<file path="src/hw/rtl/intel_hex_record_encoder_assert.svh">
// ----------------------------------------------------------------------------
// intel hex record encoder assertion macros
// shared property wrappers, clocked on i_clk
// ----------------------------------------------------------------------------
`ifndef INTEL_HEX_RECORD_ENCODER_ASSERT_SVH
`define INTEL_HEX_RECORD_ENCODER_ASSERT_SVH

// checked only outside reset
`define IHEX_ASSERT(label, prop, msg) \
    label: assert property (@(posedge i_clk) disable iff (!i_rst_n) prop) else $error(msg);

// checked on every edge, reset included
`define IHEX_ASSERT_ALWAYS(label, prop, msg) \
    label: assert property (@(posedge i_clk) prop) else $error(msg);

`endif

</file>
<file path="src/hw/rtl/ihex_pkg.sv">
// ----------------------------------------------------------------------------
// ihex_pkg
// types, control word layout, codes and helpers of the hex record encoder
// ----------------------------------------------------------------------------
package ihex_pkg;

    localparam int ROW_BYTES_DEF = 16;

    // step counter of the sequencer program
    localparam int STEP_W = 5;
    typedef logic [STEP_W-1:0] t_step;

    // program entry points and labels
    localparam t_step ST_ENTRY = 5'd0;
    localparam t_step ST_REC   = 5'd3;
    localparam t_step ST_DATA  = 5'd12;
    localparam t_step ST_CSUM  = 5'd14;
    localparam t_step ST_STORE = 5'd19;
    localparam t_step ST_FIN   = 5'd21;
    localparam t_step ST_EOF   = 5'd23;
    localparam t_step ST_END   = 5'd31;

    // character emitted by a step
    localparam logic [2:0] EM_NONE  = 3'd0;
    localparam logic [2:0] EM_COLON = 3'd1;
    localparam logic [2:0] EM_HI    = 3'd2;
    localparam logic [2:0] EM_LO    = 3'd3;
    localparam logic [2:0] EM_NL    = 3'd4;

    // record byte selected for hex output
    localparam logic [2:0] SRC_LEN  = 3'd0;
    localparam logic [2:0] SRC_AHI  = 3'd1;
    localparam logic [2:0] SRC_ALO  = 3'd2;
    localparam logic [2:0] SRC_TYPE = 3'd3;
    localparam logic [2:0] SRC_DATA = 3'd4;
    localparam logic [2:0] SRC_CSUM = 3'd5;

    // datapath actions, applied when the step retires
    localparam logic [2:0] ACT_NONE     = 3'd0;
    localparam logic [2:0] ACT_SET_ELA  = 3'd1;
    localparam logic [2:0] ACT_SET_DATA = 3'd2;
    localparam logic [2:0] ACT_SET_EOF  = 3'd3;
    localparam logic [2:0] ACT_SUM      = 3'd4;
    localparam logic [2:0] ACT_SUM_NEXT = 3'd5;
    localparam logic [2:0] ACT_REC_END  = 3'd6;
    localparam logic [2:0] ACT_STORE    = 3'd7;

    // jump conditions
    localparam logic [3:0] C_NEVER    = 4'd0;
    localparam logic [3:0] C_ALWAYS   = 4'd1;
    localparam logic [3:0] C_FINISH   = 4'd2;
    localparam logic [3:0] C_NO_ELA   = 4'd3;
    localparam logic [3:0] C_LEN_ZERO = 4'd4;
    localparam logic [3:0] C_IDX_MORE = 4'd5;
    localparam logic [3:0] C_REC_DONE = 4'd6;
    localparam logic [3:0] C_REC_ELA  = 4'd7;
    localparam logic [3:0] C_NOT_FULL = 4'd8;
    localparam logic [3:0] C_CNT_ZERO = 4'd9;

    // record types
    typedef logic [2:0] t_rec;
    localparam t_rec REC_DATA = 3'h0;
    localparam t_rec REC_EOF  = 3'h1;
    localparam t_rec REC_ELA  = 3'h4;

    localparam logic [7:0] CHAR_COLON = 8'h3A;
    localparam logic [7:0] CHAR_NL    = 8'h0A;

    typedef struct packed {
        logic [2:0] emit;
        logic [2:0] src;
        logic [2:0] act;
        logic [3:0] cond;
        t_step      target;
    } t_ctrl;

    typedef struct packed {
        logic fin;
        logic no_ela;
        logic len_zero;
        logic idx_more;
        logic rec_done;
        logic rec_ela;
        logic not_full;
        logic cnt_zero;
    } t_stat;

    typedef struct packed {
        logic start;
        logic adv;
    } t_seq_ev;

    function automatic logic [7:0] hex_char(input logic [3:0] nib);
        logic [7:0] c;
        if (nib < 4'd10) begin
            c = 8'h30 + {4'd0, nib};
        end else begin
            c = 8'h37 + {4'd0, nib};
        end
        return c;
    endfunction

endpackage

</file>
<file path="src/hw/rtl/ihex_ucode_rom.sv">
// ----------------------------------------------------------------------------
// ihex_ucode_rom
// control store: one control word per program step
// ----------------------------------------------------------------------------
module ihex_ucode_rom (
    input  ihex_pkg::t_step i_pc,
    output ihex_pkg::t_ctrl o_cw
);
    import ihex_pkg::*;

    function automatic t_ctrl cw(input logic [2:0] emit, input logic [2:0] src,
                                 input logic [2:0] act, input logic [3:0] cond,
                                 input t_step target);
        t_ctrl w;
        w.emit   = emit;
        w.src    = src;
        w.act    = act;
        w.cond   = cond;
        w.target = target;
        return w;
    endfunction

    always_comb begin
        case (i_pc)
            // dispatch
            5'd0:  o_cw = cw(EM_NONE,  SRC_LEN,  ACT_NONE,     C_FINISH,   ST_FIN);
            5'd1:  o_cw = cw(EM_NONE,  SRC_LEN,  ACT_NONE,     C_NO_ELA,   ST_STORE);
            5'd2:  o_cw = cw(EM_NONE,  SRC_LEN,  ACT_SET_ELA,  C_NEVER,    ST_ENTRY);
            // record body
            5'd3:  o_cw = cw(EM_COLON, SRC_LEN,  ACT_NONE,     C_NEVER,    ST_ENTRY);
            5'd4:  o_cw = cw(EM_HI,    SRC_LEN,  ACT_NONE,     C_NEVER,    ST_ENTRY);
            5'd5:  o_cw = cw(EM_LO,    SRC_LEN,  ACT_SUM,      C_NEVER,    ST_ENTRY);
            5'd6:  o_cw = cw(EM_HI,    SRC_AHI,  ACT_NONE,     C_NEVER,    ST_ENTRY);
            5'd7:  o_cw = cw(EM_LO,    SRC_AHI,  ACT_SUM,      C_NEVER,    ST_ENTRY);
            5'd8:  o_cw = cw(EM_HI,    SRC_ALO,  ACT_NONE,     C_NEVER,    ST_ENTRY);
            5'd9:  o_cw = cw(EM_LO,    SRC_ALO,  ACT_SUM,      C_NEVER,    ST_ENTRY);
            5'd10: o_cw = cw(EM_HI,    SRC_TYPE, ACT_NONE,     C_NEVER,    ST_ENTRY);
            5'd11: o_cw = cw(EM_LO,    SRC_TYPE, ACT_SUM,      C_LEN_ZERO, ST_CSUM);
            5'd12: o_cw = cw(EM_HI,    SRC_DATA, ACT_NONE,     C_NEVER,    ST_ENTRY);
            5'd13: o_cw = cw(EM_LO,    SRC_DATA, ACT_SUM_NEXT, C_IDX_MORE, ST_DATA);
            5'd14: o_cw = cw(EM_HI,    SRC_CSUM, ACT_NONE,     C_NEVER,    ST_ENTRY);
            5'd15: o_cw = cw(EM_LO,    SRC_CSUM, ACT_NONE,     C_NEVER,    ST_ENTRY);
            5'd16: o_cw = cw(EM_NL,    SRC_LEN,  ACT_REC_END,  C_REC_DONE, ST_END);
            // after a record that does not end the item
            5'd17: o_cw = cw(EM_NONE,  SRC_LEN,  ACT_NONE,     C_REC_ELA,  ST_STORE);
            5'd18: o_cw = cw(EM_NONE,  SRC_LEN,  ACT_NONE,     C_ALWAYS,   ST_EOF);
            // data byte into the row
            5'd19: o_cw = cw(EM_NONE,  SRC_LEN,  ACT_STORE,    C_NOT_FULL, ST_END);
            5'd20: o_cw = cw(EM_NONE,  SRC_LEN,  ACT_SET_DATA, C_ALWAYS,   ST_REC);
            // finish
            5'd21: o_cw = cw(EM_NONE,  SRC_LEN,  ACT_NONE,     C_CNT_ZERO, ST_EOF);
            5'd22: o_cw = cw(EM_NONE,  SRC_LEN,  ACT_SET_DATA, C_ALWAYS,   ST_REC);
            5'd23: o_cw = cw(EM_NONE,  SRC_LEN,  ACT_SET_EOF,  C_ALWAYS,   ST_REC);
            default: o_cw = cw(EM_NONE, SRC_LEN, ACT_NONE,     C_ALWAYS,   ST_END);
        endcase
    end

endmodule

</file>
<file path="src/hw/rtl/ihex_seq.sv">
// ----------------------------------------------------------------------------
// ihex_seq
// step counter, jump logic and channel handshakes
// ----------------------------------------------------------------------------
module ihex_seq (
    input  logic              i_clk,
    input  logic              i_rst_n,
    input  logic              i_in_valid,
    output logic              o_in_ready,
    output logic              o_out_valid,
    input  logic              i_out_ready,
    output logic              o_out_last,
    input  ihex_pkg::t_ctrl   i_cw,
    input  ihex_pkg::t_stat   i_stat,
    output ihex_pkg::t_step   o_pc,
    output ihex_pkg::t_seq_ev o_ev
);
    import ihex_pkg::*;
    `include "intel_hex_record_encoder_assert.svh"

    localparam logic SQ_IDLE = 1'b0;
    localparam logic SQ_RUN  = 1'b1;

    logic  r_state, n_state;
    t_step r_pc, n_pc;
    t_step next_pc;
    logic  cond_hit;
    logic  emitting;

    always_comb begin
        case (i_cw.cond)
            C_NEVER:    cond_hit = 1'b0;
            C_ALWAYS:   cond_hit = 1'b1;
            C_FINISH:   cond_hit = i_stat.fin;
            C_NO_ELA:   cond_hit = i_stat.no_ela;
            C_LEN_ZERO: cond_hit = i_stat.len_zero;
            C_IDX_MORE: cond_hit = i_stat.idx_more;
            C_REC_DONE: cond_hit = i_stat.rec_done;
            C_REC_ELA:  cond_hit = i_stat.rec_ela;
            C_NOT_FULL: cond_hit = i_stat.not_full;
            C_CNT_ZERO: cond_hit = i_stat.cnt_zero;
            default:    cond_hit = 1'b1;
        endcase
    end

    assign next_pc     = cond_hit ? i_cw.target : r_pc + t_step'(1);
    assign emitting    = (i_cw.emit != EM_NONE);
    assign o_in_ready  = (r_state == SQ_IDLE);
    assign o_out_valid = (r_state == SQ_RUN) && emitting;
    assign o_out_last  = emitting && (next_pc == ST_END);
    assign o_ev.start  = i_in_valid && o_in_ready;
    // internal steps retire every cycle, character steps on the output handshake
    assign o_ev.adv    = (r_state == SQ_RUN) && (!emitting || i_out_ready);
    assign o_pc        = r_pc;

    always_comb begin
        n_state = r_state;
        n_pc    = r_pc;
        if (o_ev.start) begin
            n_state = SQ_RUN;
            n_pc    = ST_ENTRY;
        end else if (o_ev.adv) begin
            n_pc = next_pc;
            if (next_pc == ST_END) begin
                n_state = SQ_IDLE;
            end
        end
    end

    always_ff @(posedge i_clk) begin
        if (!i_rst_n) begin
            r_state <= SQ_IDLE;
            r_pc    <= ST_ENTRY;
        end else begin
            r_state <= n_state;
            r_pc    <= n_pc;
        end
    end

    `IHEX_ASSERT(a_no_out_when_idle, o_in_ready |-> !o_out_valid, "output while idle")
    `IHEX_ASSERT(a_busy_after_accept, o_ev.start |=> !o_in_ready, "not busy after accept")
    `IHEX_ASSERT(a_idle_after_last, (o_out_valid && i_out_ready && o_out_last) |=> o_in_ready,
                 "not idle after last character")
    `IHEX_ASSERT_ALWAYS(a_reset_idle, !i_rst_n |=> (o_in_ready && !o_out_valid),
                        "not idle after reset")

endmodule

</file>
<file path="src/hw/rtl/ihex_dp.sv">
// ----------------------------------------------------------------------------
// ihex_dp
// row buffer, address state, checksum and character generation
// ----------------------------------------------------------------------------
module ihex_dp #(
    parameter int ROW_BYTES = ihex_pkg::ROW_BYTES_DEF
) (
    input  logic              i_clk,
    input  logic              i_rst_n,
    input  logic              i_cfg_we,
    input  logic [31:0]       i_cfg_wdata,
    input  logic              i_op,
    input  logic [7:0]        i_data_byte,
    input  ihex_pkg::t_ctrl   i_cw,
    input  ihex_pkg::t_seq_ev i_ev,
    output ihex_pkg::t_stat   o_stat,
    output logic [7:0]        o_text_char
);
    import ihex_pkg::*;

    localparam int CW = $clog2(ROW_BYTES + 1);
    localparam int AW = (ROW_BYTES > 1) ? $clog2(ROW_BYTES) : 1;

    logic [31:0]   r_base, n_base;
    logic [31:0]   r_row_addr, n_row_addr;
    logic [15:0]   r_ann, n_ann;
    logic          r_uv, n_uv;
    logic [CW-1:0] r_cnt, n_cnt;
    t_rec          r_rec, n_rec;
    logic [7:0]    r_len, n_len;
    logic [CW-1:0] r_idx, n_idx;
    logic [7:0]    r_sum, n_sum;
    logic          r_op;
    logic [7:0]    r_byte;
    logic [7:0]    r_row [ROW_BYTES];
    logic [7:0]    sel_byte;
    logic          do_act;
    logic          ela_store;
    logic          row_we;

    assign do_act = i_ev.adv;

    // the byte that opened an address record is stored as that record ends
    assign ela_store = (i_cw.act == ACT_REC_END) && (r_rec == REC_ELA) && (ROW_BYTES > 1);
    assign row_we    = do_act && ((i_cw.act == ACT_STORE) || ela_store);

    always_comb begin
        case (i_cw.src)
            SRC_LEN:  sel_byte = r_len;
            SRC_AHI:  sel_byte = (r_rec == REC_DATA) ? r_row_addr[15:8] : 8'h00;
            SRC_ALO:  sel_byte = (r_rec == REC_DATA) ? r_row_addr[7:0] : 8'h00;
            SRC_TYPE: sel_byte = 8'(r_rec);
            SRC_DATA: begin
                if (r_rec == REC_ELA) begin
                    sel_byte = (r_idx == '0) ? r_ann[15:8] : r_ann[7:0];
                end else begin
                    sel_byte = r_row[r_idx[AW-1:0]];
                end
            end
            SRC_CSUM: sel_byte = ~r_sum + 8'd1;
            default:  sel_byte = 8'h00;
        endcase
    end

    always_comb begin
        case (i_cw.emit)
            EM_COLON: o_text_char = CHAR_COLON;
            EM_HI:    o_text_char = hex_char(sel_byte[7:4]);
            EM_LO:    o_text_char = hex_char(sel_byte[3:0]);
            EM_NL:    o_text_char = CHAR_NL;
            default:  o_text_char = 8'h00;
        endcase
    end

    always_comb begin
        o_stat.fin      = r_op;
        o_stat.no_ela   = !((r_cnt == '0) && (!r_uv || (r_row_addr[31:16] != r_ann)));
        o_stat.len_zero = (r_len == 8'd0);
        o_stat.idx_more = ((8'(r_idx) + 8'd1) < r_len);
        o_stat.rec_done = (r_rec == REC_EOF) || ((r_rec == REC_DATA) && !r_op) ||
                          ((r_rec == REC_ELA) && (ROW_BYTES > 1));
        o_stat.rec_ela  = (r_rec == REC_ELA);
        o_stat.not_full = ((8'(r_cnt) + 8'd1) < 8'(ROW_BYTES));
        o_stat.cnt_zero = (r_cnt == '0);
    end

    always_comb begin
        n_base     = r_base;
        n_row_addr = r_row_addr;
        n_ann      = r_ann;
        n_uv       = r_uv;
        n_cnt      = r_cnt;
        n_rec      = r_rec;
        n_len      = r_len;
        n_idx      = r_idx;
        n_sum      = r_sum;
        if (i_cfg_we) begin
            n_base = i_cfg_wdata;
            // relocate at once when no row is pending
            if (r_cnt == '0) begin
                n_row_addr = i_cfg_wdata;
            end
        end
        if (do_act) begin
            case (i_cw.act)
                ACT_SET_ELA: begin
                    n_rec = REC_ELA;
                    n_len = 8'd2;
                    n_ann = r_row_addr[31:16];
                    n_uv  = 1'b1;
                    n_idx = '0;
                    n_sum = 8'd0;
                end
                ACT_SET_DATA: begin
                    n_rec = REC_DATA;
                    n_len = 8'(r_cnt);
                    n_idx = '0;
                    n_sum = 8'd0;
                end
                ACT_SET_EOF: begin
                    n_rec      = REC_EOF;
                    n_len      = 8'd0;
                    n_row_addr = r_base;
                    n_uv       = 1'b0;
                    n_idx      = '0;
                    n_sum      = 8'd0;
                end
                ACT_SUM: begin
                    n_sum = r_sum + sel_byte;
                end
                ACT_SUM_NEXT: begin
                    n_sum = r_sum + sel_byte;
                    n_idx = r_idx + CW'(1);
                end
                ACT_REC_END: begin
                    if (r_rec == REC_DATA) begin
                        n_row_addr = r_row_addr + 32'(r_len);
                        n_cnt      = '0;
                    end else if (ela_store) begin
                        n_cnt = r_cnt + CW'(1);
                    end
                end
                ACT_STORE: begin
                    n_cnt = r_cnt + CW'(1);
                end
                default: begin
                end
            endcase
        end
    end

    always_ff @(posedge i_clk) begin
        if (!i_rst_n) begin
            r_base     <= 32'd0;
            r_row_addr <= 32'd0;
            r_ann      <= 16'd0;
            r_uv       <= 1'b0;
            r_cnt      <= '0;
        end else begin
            r_base     <= n_base;
            r_row_addr <= n_row_addr;
            r_ann      <= n_ann;
            r_uv       <= n_uv;
            r_cnt      <= n_cnt;
        end
    end

    always_ff @(posedge i_clk) begin
        r_rec <= n_rec;
        r_len <= n_len;
        r_idx <= n_idx;
        r_sum <= n_sum;
        if (i_ev.start) begin
            r_op   <= i_op;
            r_byte <= i_data_byte;
        end
    end

    always_ff @(posedge i_clk) begin
        if (row_we) begin
            r_row[r_cnt[AW-1:0]] <= r_byte;
        end
    end

endmodule

</file>
<file path="src/hw/rtl/intel_hex_record_encoder.sv">
// ----------------------------------------------------------------------------
// intel_hex_record_encoder
// byte stream to intel hex (i32hex) text, one ascii character per output item
//
//   channel   signals                               meaning
//   in        i_in_valid/o_in_ready, i_op,          data byte or finish command
//             i_data_byte
//   out       o_out_valid/i_out_ready,              record text character,
//             o_text_char, o_last                   last marks end of an item's text
//   cfg       i_cfg_we, i_cfg_wdata                 base load address
//
// one item at a time: accept, then the program runs 3 to 6 internal steps
// plus one step per character; a full 16-byte row record is 44 characters.
// characters leave one at a time through the single output port of the
// sequencer. a stalled output holds the current step; reset is synchronous
// and needs no clearing pass.
// ----------------------------------------------------------------------------
module intel_hex_record_encoder #(
    parameter int ROW_BYTES = ihex_pkg::ROW_BYTES_DEF
) (
    input  logic        i_clk,
    input  logic        i_rst_n,
    input  logic        i_in_valid,
    output logic        o_in_ready,
    input  logic        i_op,
    input  logic [7:0]  i_data_byte,
    output logic        o_out_valid,
    input  logic        i_out_ready,
    output logic [7:0]  o_text_char,
    output logic        o_last,
    input  logic        i_cfg_we,
    input  logic [31:0] i_cfg_wdata
);
    import ihex_pkg::*;

    t_step   pc;
    t_ctrl   cw;
    t_stat   stat;
    t_seq_ev ev;

    ihex_ucode_rom u_rom (
        .i_pc (pc),
        .o_cw (cw)
    );

    ihex_seq u_seq (
        .i_clk       (i_clk),
        .i_rst_n     (i_rst_n),
        .i_in_valid  (i_in_valid),
        .o_in_ready  (o_in_ready),
        .o_out_valid (o_out_valid),
        .i_out_ready (i_out_ready),
        .o_out_last  (o_last),
        .i_cw        (cw),
        .i_stat      (stat),
        .o_pc        (pc),
        .o_ev        (ev)
    );

    ihex_dp #(
        .ROW_BYTES (ROW_BYTES)
    ) u_dp (
        .i_clk       (i_clk),
        .i_rst_n     (i_rst_n),
        .i_cfg_we    (i_cfg_we),
        .i_cfg_wdata (i_cfg_wdata),
        .i_op        (i_op),
        .i_data_byte (i_data_byte),
        .i_cw        (cw),
        .i_ev        (ev),
        .o_stat      (stat),
        .o_text_char (o_text_char)
    );

endmodule

</file>
<file path="config.mk">
export PLATFORM = sky130hd
export DESIGN_NAME = intel_hex_record_encoder
export DESIGN_NICKNAME = d
export VERILOG_FILES = /design/src/hw/rtl/ihex_pkg.sv /design/src/hw/rtl/ihex_ucode_rom.sv /design/src/hw/rtl/ihex_seq.sv /design/src/hw/rtl/ihex_dp.sv /design/src/hw/rtl/intel_hex_record_encoder.sv
export VERILOG_INCLUDE_DIRS = /design/src /design/src/hw/rtl
export SDC_FILE = /design/constraint.sdc
export NUM_CORES = 1
export LEC_CHECK = 0
export BUFFER_PORTS_ARGS = -buffer_cell sky130_fd_sc_hd__buf_2
export CAP_MARGIN = 20
export CELL_PAD_IN_SITES_DETAIL_PLACEMENT = 0
export CELL_PAD_IN_SITES_GLOBAL_PLACEMENT = 2
export CORE_UTILIZATION = 42
export DETAILED_ROUTE_END_ITERATION = 8
export PLACE_DENSITY = 0.79
export SYNTH_ARGS = -nofsm -noshare
export SYNTH_HDL_FRONTEND = slang
export SYNTH_HIERARCHICAL = 1
export SYNTH_SLANG_ARGS = --single-unit
</file>
<file path="constraint.sdc">
create_clock -name i_clk -period 3.87 [get_ports i_clk]
set_clock_uncertainty 0.05 [all_clocks]
set_input_delay 0.387 -clock i_clk [delete_from_list [all_inputs] [get_ports i_clk]]
set_output_delay 0.387 -clock i_clk [all_outputs]
set_load 0.01 [all_outputs]
</file>
==> impl_metrics.toml, run 1 <==
[synth]
synth_cell_types = 86
syn_nets = 1279
synth-seq-cells = 253
synthCells = 1202
async_flop_share_pct = 0
ys.flop_type = "edfxtp_1"
yosysSeqAreaShare_pct = 49.9
syn_area_per_cell_um2 = 11.1
syn_area_mm2 = 0.0133
synth_warnings = 6
synth_edf_count = 157

[floorplanning]
die_h_um = 180
dieArea_mm2 = 0.0324
num_io_pins = 57
dieWidth_um = 180
rows = 64
core_area_mm2 = 0.0308
initial_core_util_pct = 43.1

[setup_path]
crit_buf_inv = 3
cp_data_arrival_time_ps = 3260
worstPathCellList = "nand2b_2, nor2_2, buf_4, or3b_2, a21o_1, o221a_2, nand2_2, inv_1, a21oi_2, xnor2_1, o22ai_1, buf_2"
crit_required_ps = 3430
end_kind = "output port"
criticalPathCategory = "register to output port"
crit_family = "simple AND/OR/NAND/NOR gates"
critPathMaxFanout = 12
start_kind = "register"
slowest_stage = "or3b_2"
cp_slowest_stage_delay_ps = 470
rrSetupSlack_ps = 420

[power_and_ir_drop]
p_per_area_mw_per_mm2 = 424
clkPwrFrac_pct = 40.0
pwr-share-comb_pct = 13.6
p_int_mw = 4.87
switchingPower_mw = 1.70
p_seq_share_pct = 46.4
p_leak_nw = 5.78
vdd_drop_max_mv = 0.433
p_sw_share_pct = 25.8

[place]
dp_cells = 1650
port_buffers = 55
placed_cell_area_mm2 = 0.0143
hpwl_mm = 24.7
routabilityCongestion = 0.845
place_ws_ps = 185

[global_route]
use_met2_pct = 36.5
use_met3_pct = 3.14
antenna_found_initial = 1
grt_most_used_layer = "met2"
grt_usage_pct = 21.7
grt_pass1_wl_mm = 54.5
overflow = 0
grt_max_degree = 85
grt_pass1_vias = 9342
grt_util_met1_pct = 28.6

[timing]
finalCritPeriodShare_pct = 95.6
fin_crit_ps = 3700
fmax_mhz = 270
hold_viol = 0
setup_viol = 0
setup_ws_ps = 170
tightest_slew_ps = 800
slew_headroom_pct = 46.7
slew_viol_final = 0

[detailed_routing]
wl_mm = 35.2
drt_iter0_markers = 582
drc_errors = 4
dr.pass1.iters = 6
ant_nets = 0
avgRoutedWirePerCell_um = 20.4
vias = 9427
vias_per_cell = 5.47

[clock_tree]
cts_tree = "built"
cts-root-buf = "clkbuf_16"
cts.clk_slew.worst_paths_ps = 60
cts_buffers = 28
clock_sinks = 253
worstSkewPairLatency_ps = 570
clk_path_buf_depth = 3
cts-htree-levels = 1

[layout]
drive_gt1_share_pct = 20.1
seq_area_mm2 = 0.00664
fin_util_pct = 50.2
nets = 1384
area_delta_synth_final_pct = 16.4
finalInstanceArea_mm2 = 0.0155
layout.cells.most_common_list = "157 x edfxtp_1, 143 x nand2_1, 93 x dfxtp_1"
final_common_cell = "edfxtp_1"
stdcell_count = 1723
diodes = 0
fillCellCount = 2761
multi_input_comb_area_mm2 = 0.00633

[run_status]
status = "finished, violations left"
violations = "design-rule violations"

[flow_run]
maxCapViolCount = 0

[worst_hold_path]
min_path_type = "primary input to register"
layer usage:
layer,wire length (um),vias up
met5,9,-
met4,1170,2
met3,1480,65
met2,16800,182
met1,15700,4570
li1,-,4608
logic make-up after synthesis:
family                   synth area share (%)
AND/OR/NAND/NOR                          15.8
flip-flops                               49.9
other                                  0.0282
adder cells (fa/ha/maj)                  2.97
XOR/XNOR                                 4.35
buffers and inverters                    3.43
AO/OA/AOI/OAI                            10.8
multiplexers                             12.6
power by group through the flow:
stage	clock network [mW]	logic, mW	registers, mW
3_3_place_gp	0	0.851	3.10
3_5_place_dp	0	0.847	3.10
2_1_floorplan	0	0.613	3.05
4_1_cts	2.69	0.867	3.04
5_1_grt	2.79	0.985	3.06
6_report	2.63	0.893	3.05
synthesized netlist by cell type, types with 3 or more instances:
library cell	n	area share (%)
dfxtp_1	96	14
nor4b_1	4	0.26
xor2_1	39	2.6
o221ai_1	18	1.2
buf_1	6	0.17
a21o_1	4	0.23
o21bai_1	4	0.23
clkbuf_1	39	1.1
a22oi_1	6	0.34
mux2i_1	84	6.3
o21a_1	5	0.28
edfxtp_1	157	35
mux4_2	34	5.8
or2_2	3	0.14
nor2_1	62	1.8
o22ai_1	6	0.28
nor2b_1	52	2.4
o211ai_1	6	0.34
nand3_1	25	0.94
buf_2	10	0.38
xnor2_1	27	1.8
a31oi_1	7	0.33
nor3b_1	5	0.28
nand2b_1	13	0.61
buf_6	4	0.34
nand2_1	144	4.1
buf_4	8	0.45
a21boi_0	20	1.1
ha_1	30	2.8
a221oi_1	4	0.26
o21ai_0	55	2.1
o31ai_1	3	0.17
nand4_1	9	0.42
and3_1	14	0.66
and2_1	22	1.0
nor3_1	30	1.1
inv_1	32	0.90
nor4_1	9	0.42
a21oi_1	43	1.6
mux2_2	4	0.34
flip-flops by register name, summed over array words and instances (netlist names), named ones only:
name             cells
u_dp/r_base         32
u_dp/r_sum           8
u_dp/r_len           5
u_dp/r_byte          8
u_dp/r_cnt           5
u_dp/r_uv            1
u_dp/r_rec           2
u_dp/r_op            1
u_dp/r_idx           5
u_dp/r_row_addr     32
u_dp/r_row         128
u_seq/r_state        1
u_dp/r_ann          16
u_seq/o_pc           5
area by class of cell:
type / instances / share of cell area (%)
tap: 396 / 3.20
multi-input combinational: 847 / 40.9
inverter: 34 / 0.824
sequential: 253 / 42.9
clock inverter: 8 / 0.574
timing repair buffer: 143 / 6.32
clock buffer: 42 / 5.33
worst reg2reg max path, cell delays in order, from the launching register on:
cell and delay, ps:
dfxtp_2 420, mux4_2 520, mux2i_1 420, nor3_1 150, nor4_4 460, inv_2 70
ha_1 360, nand3_1 100, nand2_1 60, a41oi_2 180, and2b_1 160, xor2_1 140
nor2_1 60
through the flow:
stage | total power [mW] | hold slack (ps) | TNS (ps)
after global routing | 6.83 | 61.1 | -10.9
after global placement | 3.95 | 429 | 0
after CTS | 6.60 | 35.8 | -8.91
after detailed placement | 3.95 | 437 | 0
after floorplan | 3.66 | 418 | 0
final | 6.57 | 56.6 | 0
path summary, 6_finish.rpt:
path | cells after the start | to | start
worst min-delay path | 3 | u_dp/r_base[7] | i_cfg_wdata[7]
worst max register to register | 12 | u_dp/r_sum[4] | register
worst min register to register | 2 | u_dp/r_ann[3] | u_dp/r_ann[3]
worst max-delay path | 12 | o_text_char[0] | u_seq/o_pc[4]
repair_timing:
action                                 4_1_cts  5_1_grt
resized for setup                            4       29
pin swaps                                    4        4
endpoints found under the hold margin        9        0
hold buffers                                 9        0
setup buffers                                6        8
setup endpoints to repair                    8       65
(Power assumes the default switching activity.)
==> run 2, diff against run 1 <==
PLACE_DENSITY = 0.78   (was 0.79)
SYNTH_HIERARCHICAL = unset   (was 1)
clock period = 4.15 ns   (was 3.87 ns; I/O delays follow)
==> run 2 against run 1 <==
Compared with the run above: the run now ends clean; clock power rose by 6%; critical path depth fell by 1; power fell by 1.8%; die area rose by 1.2%; non-clock buffer count fell by 32; synthesized cell count fell by 2.9%; first-iteration DRC count fell by 7.9%; hold slack improved by 16 ps; register-to-register slack got worse by 80 ps; utilization fell by 1.0 points; final cell count fell by 2.8%; critical endpoint is now o_text_char[3]; largest power group unchanged.
==> impl_metrics.toml, run 2 <==
[run_status]
status = "finished clean"

[layout]
fillCellCount = 2864
final_common_cell = "edfxtp_1"
layout.cells.most_common_list = "157 x edfxtp_1, 113 x dfxtp_1, 101 x nand2_1"
multi_input_comb_area_mm2 = 0.00610
diodes = 0
nets = 1328
drive_gt1_share_pct = 17.5
seq_area_mm2 = 0.00700
largest_register_ffs = 128
area_delta_synth_final_pct = 15.4

[floorplanning]
rows = 65
dieArea_mm2 = 0.0328
core_area_mm2 = 0.0316
dieWidth_um = 181
initial_core_util_pct = 42.6
num_io_pins = 57
die_h_um = 181

[detailed_routing]
avgRoutedWirePerCell_um = 20.3
drt_iter0_markers = 536
drc_errors = 0
vias = 9208
ant_nets = 0
dr.pass1.iters = 5
wl_mm = 34.0
vias_per_cell = 5.50

[synth]
synthCells = 1167
yosysMostFrequentCell = "edfxtp_1"
syn_area_mm2 = 0.0135
syn_area_per_cell_um2 = 11.5
yosys.area.top_type = "edfxtp_1"
synth_edf_count = 157
synth_warnings = 0
ys.flop_type = "edfxtp_1"
synth_cell_types = 82
ys_top_cells_by_count = "157 x edfxtp_1, 114 x dfxtp_1, 102 x nand2_1"
synth-seq-cells = 271
yosysSeqAreaShare_pct = 52.0
synth_top_area_share_pct = 35.0
syn_nets = 1246
async_flop_share_pct = 0
synth_area_leaders = "edfxtp_1 35%, dfxtp_1 17%, mux2i_1 6.1%"

[setup_path]
end_kind = "output port"
critPathMaxFanout = 13
cp_data_arrival_time_ps = 3510
crit_required_ps = 3680
criticalPathCategory = "register to output port"
start_kind = "register"

[clock_tree]
cts_buffers = 31
worstSkewPairLatency_ps = 580
cts.clk_slew.worst_paths_ps = 60
clk_path_buf_depth = 3
cts-htree-levels = 1
cts_tree = "built"
cts-root-buf = "clkbuf_16"
clock_sinks = 271

[global_route]
overflow = 0
grt_pass1_vias = 9264
grt_max_degree = 85
grt_pass1_wl_mm = 53.1
antenna_found_initial = 0
grt_usage_pct = 21.0

[timing]
grt_setup_unrepaired = "false"
fmax_mhz = 252
tightest_slew_ps = 990
fin_crit_ps = 3970
slew_viol_final = 0
slew_headroom_pct = 33.8
finalCritPeriodShare_pct = 95.8
setup_tns_ps = 0
hold_viol = 0
setup_viol = 0

[power_and_ir_drop]
p_per_area_mw_per_mm2 = 415
p_int_mw = 4.91
p_seq_share_pct = 47.2
vdd_drop_max_mv = 0.364
switchingPower_mw = 1.54
p_sw_share_pct = 23.9
clkPwrFrac_pct = 43.1
p_total_mw = 6.45
p_leak_nw = 5.86
pwr-share-comb_pct = 9.8

[place]
routabilityCongestion = 0.838
port_buffers = 55
hpwl_mm = 24.1

[flow_run]
maxCapViolCount = 0

[worst_hold_path]
min_path_type = "primary input to register"
==> run 2: critical path, stage by stage, from the launching register on <==
cell	delay, ps
dfxtp_4	410
buf_12	180
buf_4	210
mux4_2	530
mux2i_2	230
a22oi_1	190
a221oi_1	320
buf_4	210
nand2_1	70
o32a_1	310
o21ai_0	90
buf_2	160
==> run 2: power groups by stage <==
stage	Combinational (mW)	Sequential, mW	Clock, mW
floorplan	0.463	3.04	0
global placement	0.615	3.10	0
detailed placement	0.613	3.10	0
CTS	0.627	3.04	2.83
global route	0.697	3.05	2.92
finish	0.630	3.04	2.78
==> run 2: cell families after synthesis <==
kind of cell	count (synthesis)	synth area share [%]
and+or+nand+nor	367	14.0
DFF	271	52.0
AOI/OAI and AO/OA	206	11.0
muxes	123	12.4
buffers and inverters	100	3.09
xor gates and xnor gates	66	4.30
adders and majority gates	33	3.18
other	1	0.0279
==> run 2: final timing paths <==
path | start | endpoint | slack [ps] | cells after the start
worst min register to register | u_dp.r_ann[5] | u_dp.r_ann[5] | 440 | 2
worst max register to register | u_dp.r_idx[0] | u_rom.o_cw[3] | 340 | 16
worst max-delay path | register | o_text_char[3] | 180 | 11
worst min-delay path | i_cfg_wdata[2] | u_dp.r_base[2] | 70 | 3
==> run 2: what timing repair did <==
| action | CTS | global route |
|---|---|---|
| buffers inserted | 0 | 1 |
| hold endpoints to repair | 9 | 0 |
| endpoints found under the setup margin | 6 | 11 |
| cloned | 0 | 0 |
| hold buffers | 9 | 0 |
| gates resized for setup | 5 | 8 |
| pin swaps | 0 | 2 |
==> run 2: layer usage <==
metal,part of all wire [%],global-route usage [%],vias to the layer above,routed length (um)
met5,0,0,-,0
met4,2.5,5.97,0,857
met3,3.7,2.84,57,1260
met2,46,34.5,190,15700
met1,48,28.9,4490,16200
li1,-,-,4471,-
==> run 2: stage by stage <==
step / instances / hold WS (ps) / util, % / worst slack, ps / area, um^2
floorplan: 1167 / 418 / - / 314 / 13500
global placement: 1608 / 431 / 45.4 / 233 / 14300
detailed placement: 1608 / 439 / 45.4 / 171 / 14300
CTS: 1673 / 51.5 / 49.1 / 16.5 / 15500
global route: 1674 / 83.0 / 49.2 / 0.198 / 15500
finish: 1674 / 73.1 / 49.2 / 176 / 15500
==> run 2: layout make-up <==
class / count / share of cell area [%]
tap: 402 / 3.24
timing repair buffer: 111 / 4.73
multi-input combinational: 796 / 39.3
sequential: 271 / 45.1
clock inverter: 14 / 1.19
clock buffer: 42 / 5.52
inverter: 38 / 0.935
